===== config.mk =====
export PLATFORM = sky130hd
export DESIGN_NAME = length_prefixed_packet_deframer_unit
export DESIGN_NICKNAME = d
export VERILOG_FILES = /design/src/rtl/lpd_pkg.sv /design/src/rtl/lpd_parser.sv /design/src/rtl/lpd_queue.sv /design/src/rtl/lpd_unpacker.sv /design/src/rtl/length_prefixed_packet_deframer_unit.sv
export VERILOG_INCLUDE_DIRS = /design/src /design/src/rtl
export SDC_FILE = /design/constraint.sdc
export NUM_CORES = 1
export LEC_CHECK = 0
export BUFFER_PORTS_ARGS = -buffer_cell sky130_fd_sc_hd__buf_2
export CAP_MARGIN = 20
export CORE_MARGIN = 8
export CORE_UTILIZATION = 50
export CTS_BUF_LIST = sky130_fd_sc_hd__clkbuf_4 sky130_fd_sc_hd__clkbuf_8
export CTS_CLUSTER_DIAMETER = 150
export CTS_CLUSTER_SIZE = 24
export DETAILED_ROUTE_END_ITERATION = 8
export PLACE_DENSITY = 0.7
export SLEW_MARGIN = 40
export SYNTH_ARGS = -nofsm -noshare
export SYNTH_HDL_FRONTEND = slang
export SYNTH_SLANG_ARGS = --single-unit
export TNS_END_PERCENT = 30

===== constraint.sdc =====
create_clock -name clk -period 6.8 [get_ports clk]
set_clock_uncertainty 0.2 [all_clocks]
set_input_delay 1.02 -clock clk [delete_from_list [all_inputs] [get_ports clk]]
set_output_delay 1.02 -clock clk [all_outputs]
set_load 0.1 [all_outputs]

===== src/rtl/length_prefixed_packet_deframer_unit_assert.svh =====
// Assertion macros shared by the deframer RTL.
`ifndef LENGTH_PREFIXED_PACKET_DEFRAMER_UNIT_ASSERT_SVH
`define LENGTH_PREFIXED_PACKET_DEFRAMER_UNIT_ASSERT_SVH

// Same-cycle implication, sampled on clk and disabled while rst_n is low.
`define LPD_ASSERT_NOW(lbl, ante, cons, msg) \
  lbl: assert property (@(posedge clk) disable iff (!rst_n) (ante) |-> (cons)) \
    else $error(msg);

// Next-cycle implication, sampled on clk and disabled while rst_n is low.
`define LPD_ASSERT_NEXT(lbl, ante, cons, msg) \
  lbl: assert property (@(posedge clk) disable iff (!rst_n) (ante) |=> (cons)) \
    else $error(msg);

`endif


===== src/rtl/lpd_pkg.sv =====
// Shared types and constants of the length-prefixed packet deframer.
package lpd_pkg;

  localparam int unsigned HDR_BYTES   = 4;
  localparam int unsigned LEN_W       = 15;
  localparam logic [LEN_W-1:0] MAX_RESET = 15'd4096;

  // Result queue between the parser and the output unpacker.
  localparam int unsigned QUEUE_DEPTH = 8;
  localparam int unsigned QPTR_W      = $clog2(QUEUE_DEPTH);
  localparam int unsigned QCNT_W      = $clog2(QUEUE_DEPTH + 1);

  // One queue entry: a bundle of one to four result transfers.
  typedef struct packed {
    logic [HDR_BYTES-1:0][7:0] bytes;     // bytes[0] goes out first
    logic [1:0]                last_idx;  // index of the final transfer of the bundle
    logic                      last;      // final transfer closes a packet
    logic                      error;     // bundle is the single error result
  } entry_t;

  typedef struct packed {
    logic              empty;
    logic [QCNT_W-1:0] count;
  } queue_status_t;

endpackage


===== src/rtl/lpd_parser.sv =====
// Header/body parser: input register, length check and result bundle generation.
module lpd_parser (
  input  logic                            clk,
  input  logic                            rst_n,
  input  logic                            cfg_wr_en,
  input  logic [lpd_pkg::LEN_W-1:0]       cfg_wr_data,
  input  logic                            accept,
  input  logic [7:0]                      data_byte,
  output logic                            push,
  output lpd_pkg::entry_t                 entry
);

  typedef enum logic [1:0] {
    PH_HEADER = 2'd0,
    PH_BODY   = 2'd1,
    PH_ERROR  = 2'd2
  } phase_t;

  localparam logic [lpd_pkg::LEN_W-1:0] HDR_LEN = lpd_pkg::LEN_W'(lpd_pkg::HDR_BYTES);

  phase_t                      phase_r, phase_nxt;
  logic [1:0]                  hcnt_r, hcnt_nxt;
  logic [2:0][7:0]             hdr_r;
  logic [lpd_pkg::LEN_W-1:0]   remain_r, remain_nxt;
  logic [lpd_pkg::LEN_W-1:0]   max_r;
  logic                        in_valid_r;
  logic [7:0]                  in_byte_r;

  logic [15:0]                 raw_len;
  logic [lpd_pkg::LEN_W-1:0]   len;
  logic [lpd_pkg::LEN_W-1:0]   remain_dec;
  logic                        len_ok;

  assign raw_len    = {hdr_r[1], hdr_r[0]};
  assign len        = raw_len[lpd_pkg::LEN_W-1:0];
  assign len_ok     = !raw_len[15] && (len >= HDR_LEN) && (len <= max_r);
  assign remain_dec = remain_r - lpd_pkg::LEN_W'(1);

  always_comb begin
    phase_nxt  = phase_r;
    hcnt_nxt   = hcnt_r;
    remain_nxt = remain_r;
    push       = 1'b0;
    entry      = '0;
    if (in_valid_r) begin
      unique case (phase_r)
        PH_HEADER: begin
          if (hcnt_r != 2'd3) begin
            hcnt_nxt = hcnt_r + 2'd1;
          end else begin
            hcnt_nxt = 2'd0;
            push     = 1'b1;
            if (!len_ok) begin
              phase_nxt   = PH_ERROR;
              entry.error = 1'b1;
            end else begin
              entry.bytes    = {in_byte_r, hdr_r[2], hdr_r[1], hdr_r[0]};
              entry.last_idx = 2'd3;
              if (len == HDR_LEN) begin
                entry.last = 1'b1;
              end else begin
                remain_nxt = len - HDR_LEN;
                phase_nxt  = PH_BODY;
              end
            end
          end
        end
        PH_BODY: begin
          push           = 1'b1;
          remain_nxt     = remain_dec;
          entry.bytes[0] = in_byte_r;
          if (remain_dec == '0) begin
            entry.last = 1'b1;
            phase_nxt  = PH_HEADER;
            hcnt_nxt   = 2'd0;
          end
        end
        default: begin
        end
      endcase
    end
  end

  always_ff @(posedge clk) begin
    if (!rst_n) begin
      phase_r    <= PH_HEADER;
      hcnt_r     <= 2'd0;
      remain_r   <= '0;
      max_r      <= lpd_pkg::MAX_RESET;
      in_valid_r <= 1'b0;
    end else begin
      phase_r    <= phase_nxt;
      hcnt_r     <= hcnt_nxt;
      remain_r   <= remain_nxt;
      in_valid_r <= accept;
      if (cfg_wr_en) begin
        max_r <= cfg_wr_data;
      end
    end
  end

  always_ff @(posedge clk) begin
    if (accept) begin
      in_byte_r <= data_byte;
    end
    if (in_valid_r && phase_r == PH_HEADER && hcnt_r != 2'd3) begin
      hdr_r[hcnt_r] <= in_byte_r;
    end
  end

endmodule


===== src/rtl/lpd_queue.sv =====
// Small result-bundle queue with one push and one pop per cycle.
module lpd_queue (
  input  logic                   clk,
  input  logic                   rst_n,
  input  logic                   push,
  input  lpd_pkg::entry_t        push_entry,
  input  logic                   pop,
  output lpd_pkg::entry_t        head,
  output lpd_pkg::queue_status_t status
);

  lpd_pkg::entry_t                   mem_r [lpd_pkg::QUEUE_DEPTH];
  logic [lpd_pkg::QPTR_W-1:0]        wr_ptr_r;
  logic [lpd_pkg::QPTR_W-1:0]        rd_ptr_r;
  logic [lpd_pkg::QCNT_W-1:0]        count_r, count_nxt;

  assign head         = mem_r[rd_ptr_r];
  assign status.count = count_r;
  assign status.empty = (count_r == '0);

  always_comb begin
    count_nxt = count_r;
    case ({push, pop})
      2'b10:   count_nxt = count_r + lpd_pkg::QCNT_W'(1);
      2'b01:   count_nxt = count_r - lpd_pkg::QCNT_W'(1);
      default: count_nxt = count_r;
    endcase
  end

  always_ff @(posedge clk) begin
    if (!rst_n) begin
      wr_ptr_r <= '0;
      rd_ptr_r <= '0;
      count_r  <= '0;
    end else begin
      count_r <= count_nxt;
      if (push) begin
        wr_ptr_r <= wr_ptr_r + lpd_pkg::QPTR_W'(1);
      end
      if (pop) begin
        rd_ptr_r <= rd_ptr_r + lpd_pkg::QPTR_W'(1);
      end
    end
  end

  always_ff @(posedge clk) begin
    if (push) begin
      mem_r[wr_ptr_r] <= push_entry;
    end
  end

endmodule


===== src/rtl/lpd_unpacker.sv =====
// Output register that splits each result bundle into single-byte transfers.
module lpd_unpacker (
  input  logic            clk,
  input  logic            rst_n,
  input  logic            q_empty,
  input  lpd_pkg::entry_t q_head,
  output logic            q_pop,
  output logic            out_valid,
  input  logic            out_stall,
  output logic [7:0]      out_byte,
  output logic            out_last,
  output logic            out_error
);

  lpd_pkg::entry_t cur_r;
  logic [1:0]      idx_r;
  logic            valid_r;
  logic            xfer;
  logic            done;

  assign xfer  = valid_r && !out_stall;
  assign done  = xfer && (idx_r == cur_r.last_idx);
  assign q_pop = !q_empty && (!valid_r || done);

  assign out_valid = valid_r;
  assign out_byte  = cur_r.bytes[idx_r];
  assign out_last  = cur_r.last && (idx_r == cur_r.last_idx);
  assign out_error = cur_r.error;

  always_ff @(posedge clk) begin
    if (!rst_n) begin
      valid_r <= 1'b0;
      idx_r   <= 2'd0;
    end else if (q_pop) begin
      valid_r <= 1'b1;
      idx_r   <= 2'd0;
    end else if (done) begin
      valid_r <= 1'b0;
    end else if (xfer) begin
      idx_r <= idx_r + 2'd1;
    end
  end

  always_ff @(posedge clk) begin
    if (q_pop) begin
      cur_r <= q_head;
    end
  end

endmodule


===== src/rtl/length_prefixed_packet_deframer_unit.sv =====
// Top level of the length-prefixed packet deframer.
// The deframer takes one raw byte per input transfer and, while neither side
// stalls, sustains one byte per cycle in both directions. Each packet opens
// with a 4-byte header whose first two bytes are the total packet length
// (header included) as a little-endian signed 16-bit number. The first three
// header bytes are held; on the fourth, the length must satisfy
// 4 <= length <= max_packet_bytes. A good header comes out as four transfers
// (the header bytes in order), followed by one transfer per body byte, with
// out_last set on the final byte of the packet. A bad header gives a single
// transfer with out_error set and out_byte zero, after which every input byte
// is dropped until reset. An accepted byte passes through the input register
// and parser, then the bundle queue, then the output register. The four header
// transfers go out while the next packet's first three header bytes produce
// nothing, so the rate holds; the body bytes that arrive during a header burst
// wait in the queue, which then holds at most four bundles, so in_stall rises
// only when the downstream side stalls long enough to leave fewer than two free
// entries in the eight-entry result queue.
// max_packet_bytes (reset 4096) is written through cfg_wr_en/cfg_wr_data and
// should only change while the block is idle.
module length_prefixed_packet_deframer_unit (
  input  logic                      clk,
  input  logic                      rst_n,
  input  logic                      cfg_wr_en,
  input  logic [lpd_pkg::LEN_W-1:0] cfg_wr_data,
  input  logic                      in_valid,
  output logic                      in_stall,
  input  logic [7:0]                in_data_byte,
  output logic                      out_valid,
  input  logic                      out_stall,
  output logic [7:0]                out_byte,
  output logic                      out_last,
  output logic                      out_error
);

  `include "length_prefixed_packet_deframer_unit_assert.svh"

  logic                   in_accept;
  logic                   q_push;
  logic                   q_pop;
  lpd_pkg::entry_t        q_entry;
  lpd_pkg::entry_t        q_head;
  lpd_pkg::queue_status_t q_status;

  // A byte accepted now may push one bundle next cycle, and the byte already in
  // the parser may push one this cycle, so two free entries are kept in reserve.
  assign in_stall  = (q_status.count > lpd_pkg::QCNT_W'(lpd_pkg::QUEUE_DEPTH - 2));
  assign in_accept = in_valid && !in_stall;

  lpd_parser u_parser (
    .clk         (clk),
    .rst_n       (rst_n),
    .cfg_wr_en   (cfg_wr_en),
    .cfg_wr_data (cfg_wr_data),
    .accept      (in_accept),
    .data_byte   (in_data_byte),
    .push        (q_push),
    .entry       (q_entry)
  );

  lpd_queue u_queue (
    .clk        (clk),
    .rst_n      (rst_n),
    .push       (q_push),
    .push_entry (q_entry),
    .pop        (q_pop),
    .head       (q_head),
    .status     (q_status)
  );

  lpd_unpacker u_unpacker (
    .clk       (clk),
    .rst_n     (rst_n),
    .q_empty   (q_status.empty),
    .q_head    (q_head),
    .q_pop     (q_pop),
    .out_valid (out_valid),
    .out_stall (out_stall),
    .out_byte  (out_byte),
    .out_last  (out_last),
    .out_error (out_error)
  );

  // The stall reserve must keep the queue from ever being pushed while full without a pop.
  `LPD_ASSERT_NOW(a_queue_no_overflow, q_push && !q_pop, q_status.count < lpd_pkg::QCNT_W'(lpd_pkg::QUEUE_DEPTH), "result queue pushed while full")

  // A pop never happens on an empty queue.
  `LPD_ASSERT_NOW(a_queue_no_underflow, q_pop, !q_status.empty, "result queue popped while empty")

  // The error result never closes a packet.
  `LPD_ASSERT_NOW(a_error_not_last, out_valid && out_error, !out_last, "error transfer marked as last")

  // Once the error result has been transferred, nothing else may follow.
  `LPD_ASSERT_NEXT(a_silent_after_error, out_valid && out_error && !out_stall, !out_valid && q_status.empty, "output after error result")

endmodule


# Word-level counts from Yosys, hierarchy flattened
# Memory sizes are Yosys's and may differ from the RTL's. A register that Yosys moved wholly into a read port is not among the register bits.
# Cells that the tools add are included.
dict set report op_classes {
  add_sub_neg 8
  order_cmp 6
  eq_ne 11
  mux 35
  bitwise 2
  reduce_logical 27
}
# operator n
set ops {}
lappend ops {{$mux 36} 2}
lappend ops {{$mux 15} 3}
lappend ops {{$mux 35} 1}
lappend ops {{$pmux 15 s2} 1}
lappend ops {{$bwmux 24} 1}
lappend ops {{$mux 24} 1}
lappend ops {{$bmux 8 s2} 1}
lappend ops {{$demux 8 s2} 1}
lappend ops {{$mux 8} 2}
lappend ops {{$pmux 8 s2} 1}
lappend ops {{$eq 15x3->1 const B} 1}
lappend ops {{$ge 15x3->1 const B} 1}
lappend ops {{$le 15x15->1} 1}
lappend ops {{$logic_not 15->1} 1}
lappend ops {{$sub 15x1->15 const B} 1}
lappend ops {{$sub 15x3->15 const B} 1}
lappend ops {{$mux 2} 6}
lappend ops {{$logic_and 1x1->1} 10}
lappend ops {{$mux 1} 10}
lappend ops {{$reduce_and 5->1} 2}
lappend ops {{$pmux 2 s2} 2}
lappend ops {{$pmux 4 s2} 1}
lappend ops {{$add 3x1->3 const B} 2}
lappend ops {{$lt 2x3->1 const B} 2}
lappend ops {{21 further kinds} 34}
dict set report word_totals {
  regBits 80
  ram_bits 288
  input_bits 28
  word_cells 104
  n_memories 1
}
# name depth width read_ports rd_ports_with_merged_regs wr line_no
set memory_table {}
lappend memory_table {u_queue.mem_r 8 36 1 1 1 lpd_queue.sv:12} ;# lpd_pkg::entry_t mem_r [lpd_pkg::QUEUE_DEPTH];

# Longest topological paths before layout
dict set report depth {
  depth_word 7
  mapped_depth 11
}

# Modules after synthesis
# Synthesis repeated with hierarchy kept, for this count alone.
dict set report unflattened {
  hier_cells 1008
  hier_area_um2 17375.4
}
# module n_inst cells_each area_each_um2 seq_area_each_um2
set modules_own_cells {}
lappend modules_own_cells {lpd_queue 1 485 11727.5 8908.5}
lappend modules_own_cells {lpd_parser 1 452 4146.5 1661.6}
lappend modules_own_cells {lpd_unpacker 1 68 1482.7 1141.1}
lappend modules_own_cells {length_prefixed_packet_deframer_unit 1 3 18.8 0.0}

# Worst setup path after synthesis
# No wires, ideal clock.
dict set report synth_path {
  path_kind {flip-flop to flip-flop}
  start {register u_parser.phase_r[1]}
  end {memory u_queue.mem_r[4][0] (netlist bit), enable pin}
  setup_time_ns 0.527
  arrival_ns 4.813
  t_required_ns 6.073
  setup_slack_ns 1.260
  path_stages_with_launch 6
  n_path_buf 1
  path_cell_list {dfxtp_1 > nand2b_1 > clkbuf_1 > nor2_1 > inv_1 > nor4b_1}
}
dict set report synth_via {
  elab_chain_cells 5
  elab_cells_between_ends 6
  cone_classes {eq/ne (1); mux (4); reduce/logical (1)}
}
# item line_no
set synth_rtl {}
lappend synth_rtl {{start: declaration} lpd_parser.sv:21} ;# phase_t phase_r, phase_nxt;
lappend synth_rtl {{start signal: assignment} lpd_parser.sv:92} ;# phase_r <= phase_nxt;
lappend synth_rtl {{$eq 2x1->1 or $logic_not 2->1 (tied branches)} lpd_parser.sv:46} ;# unique case (phase_r)
lappend synth_rtl {{$pmux 1 s2 *} lpd_parser.sv:46}
lappend synth_rtl {{$mux 1 *} lpd_parser.sv:45} ;# if (in_valid_r) begin
lappend synth_rtl {{$mux 1 *} lpd_queue.sv:47} ;# if (push) begin
lappend synth_rtl {{$mux 1 (not written as such) *} lpd_queue.sv:48} ;# mem_r[wr_ptr_r] <= push_entry;
lappend synth_rtl {{end: declaration} lpd_queue.sv:12}
# Every way passes the cells marked *; elsewhere a longest branch is shown, timed or not.

==> run metrics <==
number of remaining DRC errors 0; vias in the first global route 8587; f_max 276 MHz; largest net degree at the start of global routing 54; Congestion Overflow GR 0; wire length per cell 22.7 microns; Synth Register Bits 395; pwr/cell area 284 nW/um^2; asr flop ratio synth 0%; overall routed net length 33200 microns; nets@finish 1066; final instance area approximately 18000 sq um; DP HPWL 20000 microns; Die Y 197 microns; kind of end point of the critical path flip-flop; max cap viols 0; Rows 66; mean post-synth cell area 16.9 sq um; commonest register cell after synthesis edfxtp_1; Sw Pwr 1.45 mW; initial core utilization 50.6%; Slew Viols, Final 0; Post-Syn Area between 15000 and 20000 sq um; crit-path max FO 18; # Post-CTS Setup Buffers 0; end point of the critical path u_queue.mem_r[4][1]$_DFFE_PP_; worst slew pin tran between 0.8 and 0.9 ns; post-layout min period 3.62 ns; antenna violations before repair 1; Final Power 5.03 mW; via count of the routed design 8651; Syn Inst Count 974; Setup-failing EPs final 0; first-pass GRT wire length 51100 microns; Data required, critical path 6.86 ns; drt pass-1 iters 5; combinational share of power between 20% and 30%; Core Box Area ~32000 sq um; Die Area 38900 sq um; Ports 40; distinct cell type count after synthesis 61; CTS tree done; status finished clean; placed cell areas 17200 sq um; final estimated routing congestion in global placement ~0.84; CTS resizes 0; vias per cell 5.91; normalized max-slew margin 43.5%; Synth warnings 0; startpoint types flip-flop; Crit Reg-Reg Endpoint u_queue.mem_r[4][1]$_DFFE_PP_; Post-Place Cells roughly 1400; fin cells 1465; H-tree levels 1; CP arrival 3.68 ns; Die X 197 microns; fraction of layout cells with a size suffix above 1 22.2%; antenna-violating nets left 0; total track usage 17.1%; final hold viol count 0; unrepaired setup endpoints after global routing false; cell depth of the worst flop-to-flop path 7; Clock Latency Late Sink 0.58 ns; Max VDD drop 0.233 mV; Hold Path Class reg2reg; leakage 5.59 nW; Clock Path Buffers 3; clock sinks roughly 400; sequential share of power 58.6%; Ant. Diodes 0; FF-to-FF setup slack 3.18 ns; fillers 2521; FF-to-FF Start u_parser.hdr_r[12]$_DFFE_PP_; hold buffers post-CTS 0; sequential-to-total area share from yosys stat 69.3%; kind of critical path reg2reg; total CTS buffers 20; hold slack 0.321 ns; sw frac 28.9%; EDFF count, synth 347; clock group share of total power 21.1%; internal power around 3.6 mW; port buffer count 39; Crit. Startpoint u_parser.hdr_r[12]$_DFFE_PP_; clock-pin slew on the worst setup and hold paths about 0.15 ns; total negative slack 0 ns; fin crit share 53.3%; Area growth syn-to-layout 7.51%; initial DRC count between 700 and 800; Root Driver clkbuf_8
-- kinds of logic (layout without fill, tap and decap cells) --
logic type,after synthesis,in the layout,synth area share [%]
flip-flops,395,395,69.3
AO/OA/AOI/OAI,115,115,4.78
multiplexers,130,130,14.1
XOR/XNOR,16,16,0.853
AND/OR/NAND/NOR,212,212,6.93
adder cells (fa/ha/maj),29,29,2.25
buffers and inverters,76,118,1.78
other,1,8,0.0228
-- cell usage in the layout, fill, tap and decap left out, types with 3 or more instances in the layout --
master,count
o21a_1,3
nand2_1,39
o22ai_1,14
nor2b_1,21
nor4_1,6
mux2_2,35
xnor2_1,5
ha_1,28
nor2_1,35
o21ai_0,16
clkbuf_8,22
mux4_2,78
nor3_2,3
buf_2,38
a21boi_0,4
buf_4,13
o31ai_1,3
a211oi_1,6
dfxtp_1,45
a22o_1,8
o211ai_1,14
mux2i_1,17
xor2_1,11
nand4_1,4
nor3b_1,4
clkbuf_4,14
conb_1,8
a31oi_1,9
nor3b_2,3
nor3_1,24
or4_1,4
a21oi_1,19
edfxtp_1,347
inv_1,28
nand2b_1,4
and2_1,33
or3_1,5
nand3_1,8
a21o_1,3
-- metrics by stage --
step	setup slack, ns	utilization (%)
2_1_floorplan	1.26	-
3_3_place_gp	3.21	53.0
3_5_place_dp	3.10	53.1
4_1_cts	3.14	54.4
5_1_grt	2.90	54.4
6_report	3.18	54.4
-- sequential cells by signal, indices dropped and copies added, names as in the netlist, 3 cells and up --
signal,flops
u_parser.hdr_r,24
u_parser.in_byte_r,8
u_parser.max_r,15
u_parser.remain_r,15
u_queue.count_r,4
u_queue.mem_r,280
u_queue.rd_ptr_r,3
u_queue.wr_ptr_r,3
u_unpacker.cur_r,34
-- worst max-delay path: stages, from the launching register on --
cell and delay, ns:
edfxtp_1 0.50, ha_1 0.34, nand4_1 0.16, nor2_1 0.22
or4b_1 0.48, o21a_1 0.39, or3_1 0.47, a21oi_1 0.55
-- Yosys cell counts (2+ instances only) --
master      n  share of area [%]
mux2i_1    17                1.0
edfxtp_1  347                 63
or4b_1      2               0.12
xnor2_1     5               0.27
o31ai_1     3               0.14
o21bai_1    2              0.091
nand2b_1    5               0.19
clkbuf_1   33               0.75
xor2_1     11               0.59
o21ai_1     2              0.061
buf_1       9               0.21
nand2_1    39               0.89
nor2b_1    21               0.80
o21ai_0    16               0.49
nand4_1     4               0.15
and3_1      2              0.076
nand3b_1    2              0.091
o22ai_1    14               0.53
a31oi_1     9               0.34
inv_1      28               0.64
ha_1       28                2.1
a21oi_1    20               0.61
buf_2       6               0.18
nor4_1      8               0.30
o211ai_1   14               0.64
o21a_1      3               0.14
nor3_1     27               0.82
dfxtp_1    48                5.8
or4_1       4               0.18
and2_1     33                1.3
or3_1       5               0.19
mux4_2     78                 11
a211oi_1    6               0.27
a22o_1      8               0.43
mux2_2     35                2.4
nor3b_1     7               0.32
a21o_1      3               0.14
a21boi_0    4               0.18
nor2_1     37               0.85
nand3_1     8               0.24
-- power by group through the flow --
stage / combinational (mW) / sequential, mW / clock (mW)
CTS: 1.04 / 2.95 / 1.09
detailed placement: 1.03 / 3.00 / 0
global route: 1.10 / 2.96 / 1.16
finish: 1.02 / 2.94 / 1.06
floorplan: 0.801 / 2.97 / 0
global placement: 0.991 / 3.02 / 0
-- cell type report --
class | instances | area, sq um | share of cell area, %
Inverter | 28 | 105 | 0.595
Clock inverter | 1 | 16.3 | 0.0921
Multi-Input combinational cell | 510 | 4870 | 27.6
Timing Repair Buffer | 54 | 342 | 1.93
Tap cell | 442 | 553 | 3.13
Clock buffer | 35 | 394 | 2.23
Sequential cell | 395 | 11400 | 64.5
-- how the worst min path moves through the flow --
stage | startpoint | to | slack, ns | cells past startpoint
6_report | u_parser.max_r[12]$_SDFFE_PN1P_ | u_parser.max_r[12]$_SDFFE_PN1P_ | 0.32 | 2
4_1_cts | u_parser.max_r[12]$_SDFFE_PN1P_ | u_parser.max_r[12]$_SDFFE_PN1P_ | 0.31 | 2
2_1_floorplan | u_parser.max_r[12]$_SDFFE_PN1P_ | u_parser.max_r[12]$_SDFFE_PN1P_ | 0.26 | 2
3_5_place_dp | u_parser.max_r[12]$_SDFFE_PN1P_ | u_parser.max_r[12]$_SDFFE_PN1P_ | 0.29 | 2
3_3_place_gp | u_parser.max_r[12]$_SDFFE_PN1P_ | u_parser.max_r[12]$_SDFFE_PN1P_ | 0.29 | 2
5_1_grt | u_parser.max_r[14]$_SDFFE_PN0P_ | u_parser.max_r[14]$_SDFFE_PN0P_ | 0.35 | 2
-- per-layer routing --
metal / share of wire [%] / global-route usage [%]
met5: 0 / 0
met3: 6.0 / 1.98
met1: 45 / 25.2
met4: 2.0 / 3.82
met2: 47 / 27.2
Note: power is estimated with default switching activity, not from simulation.
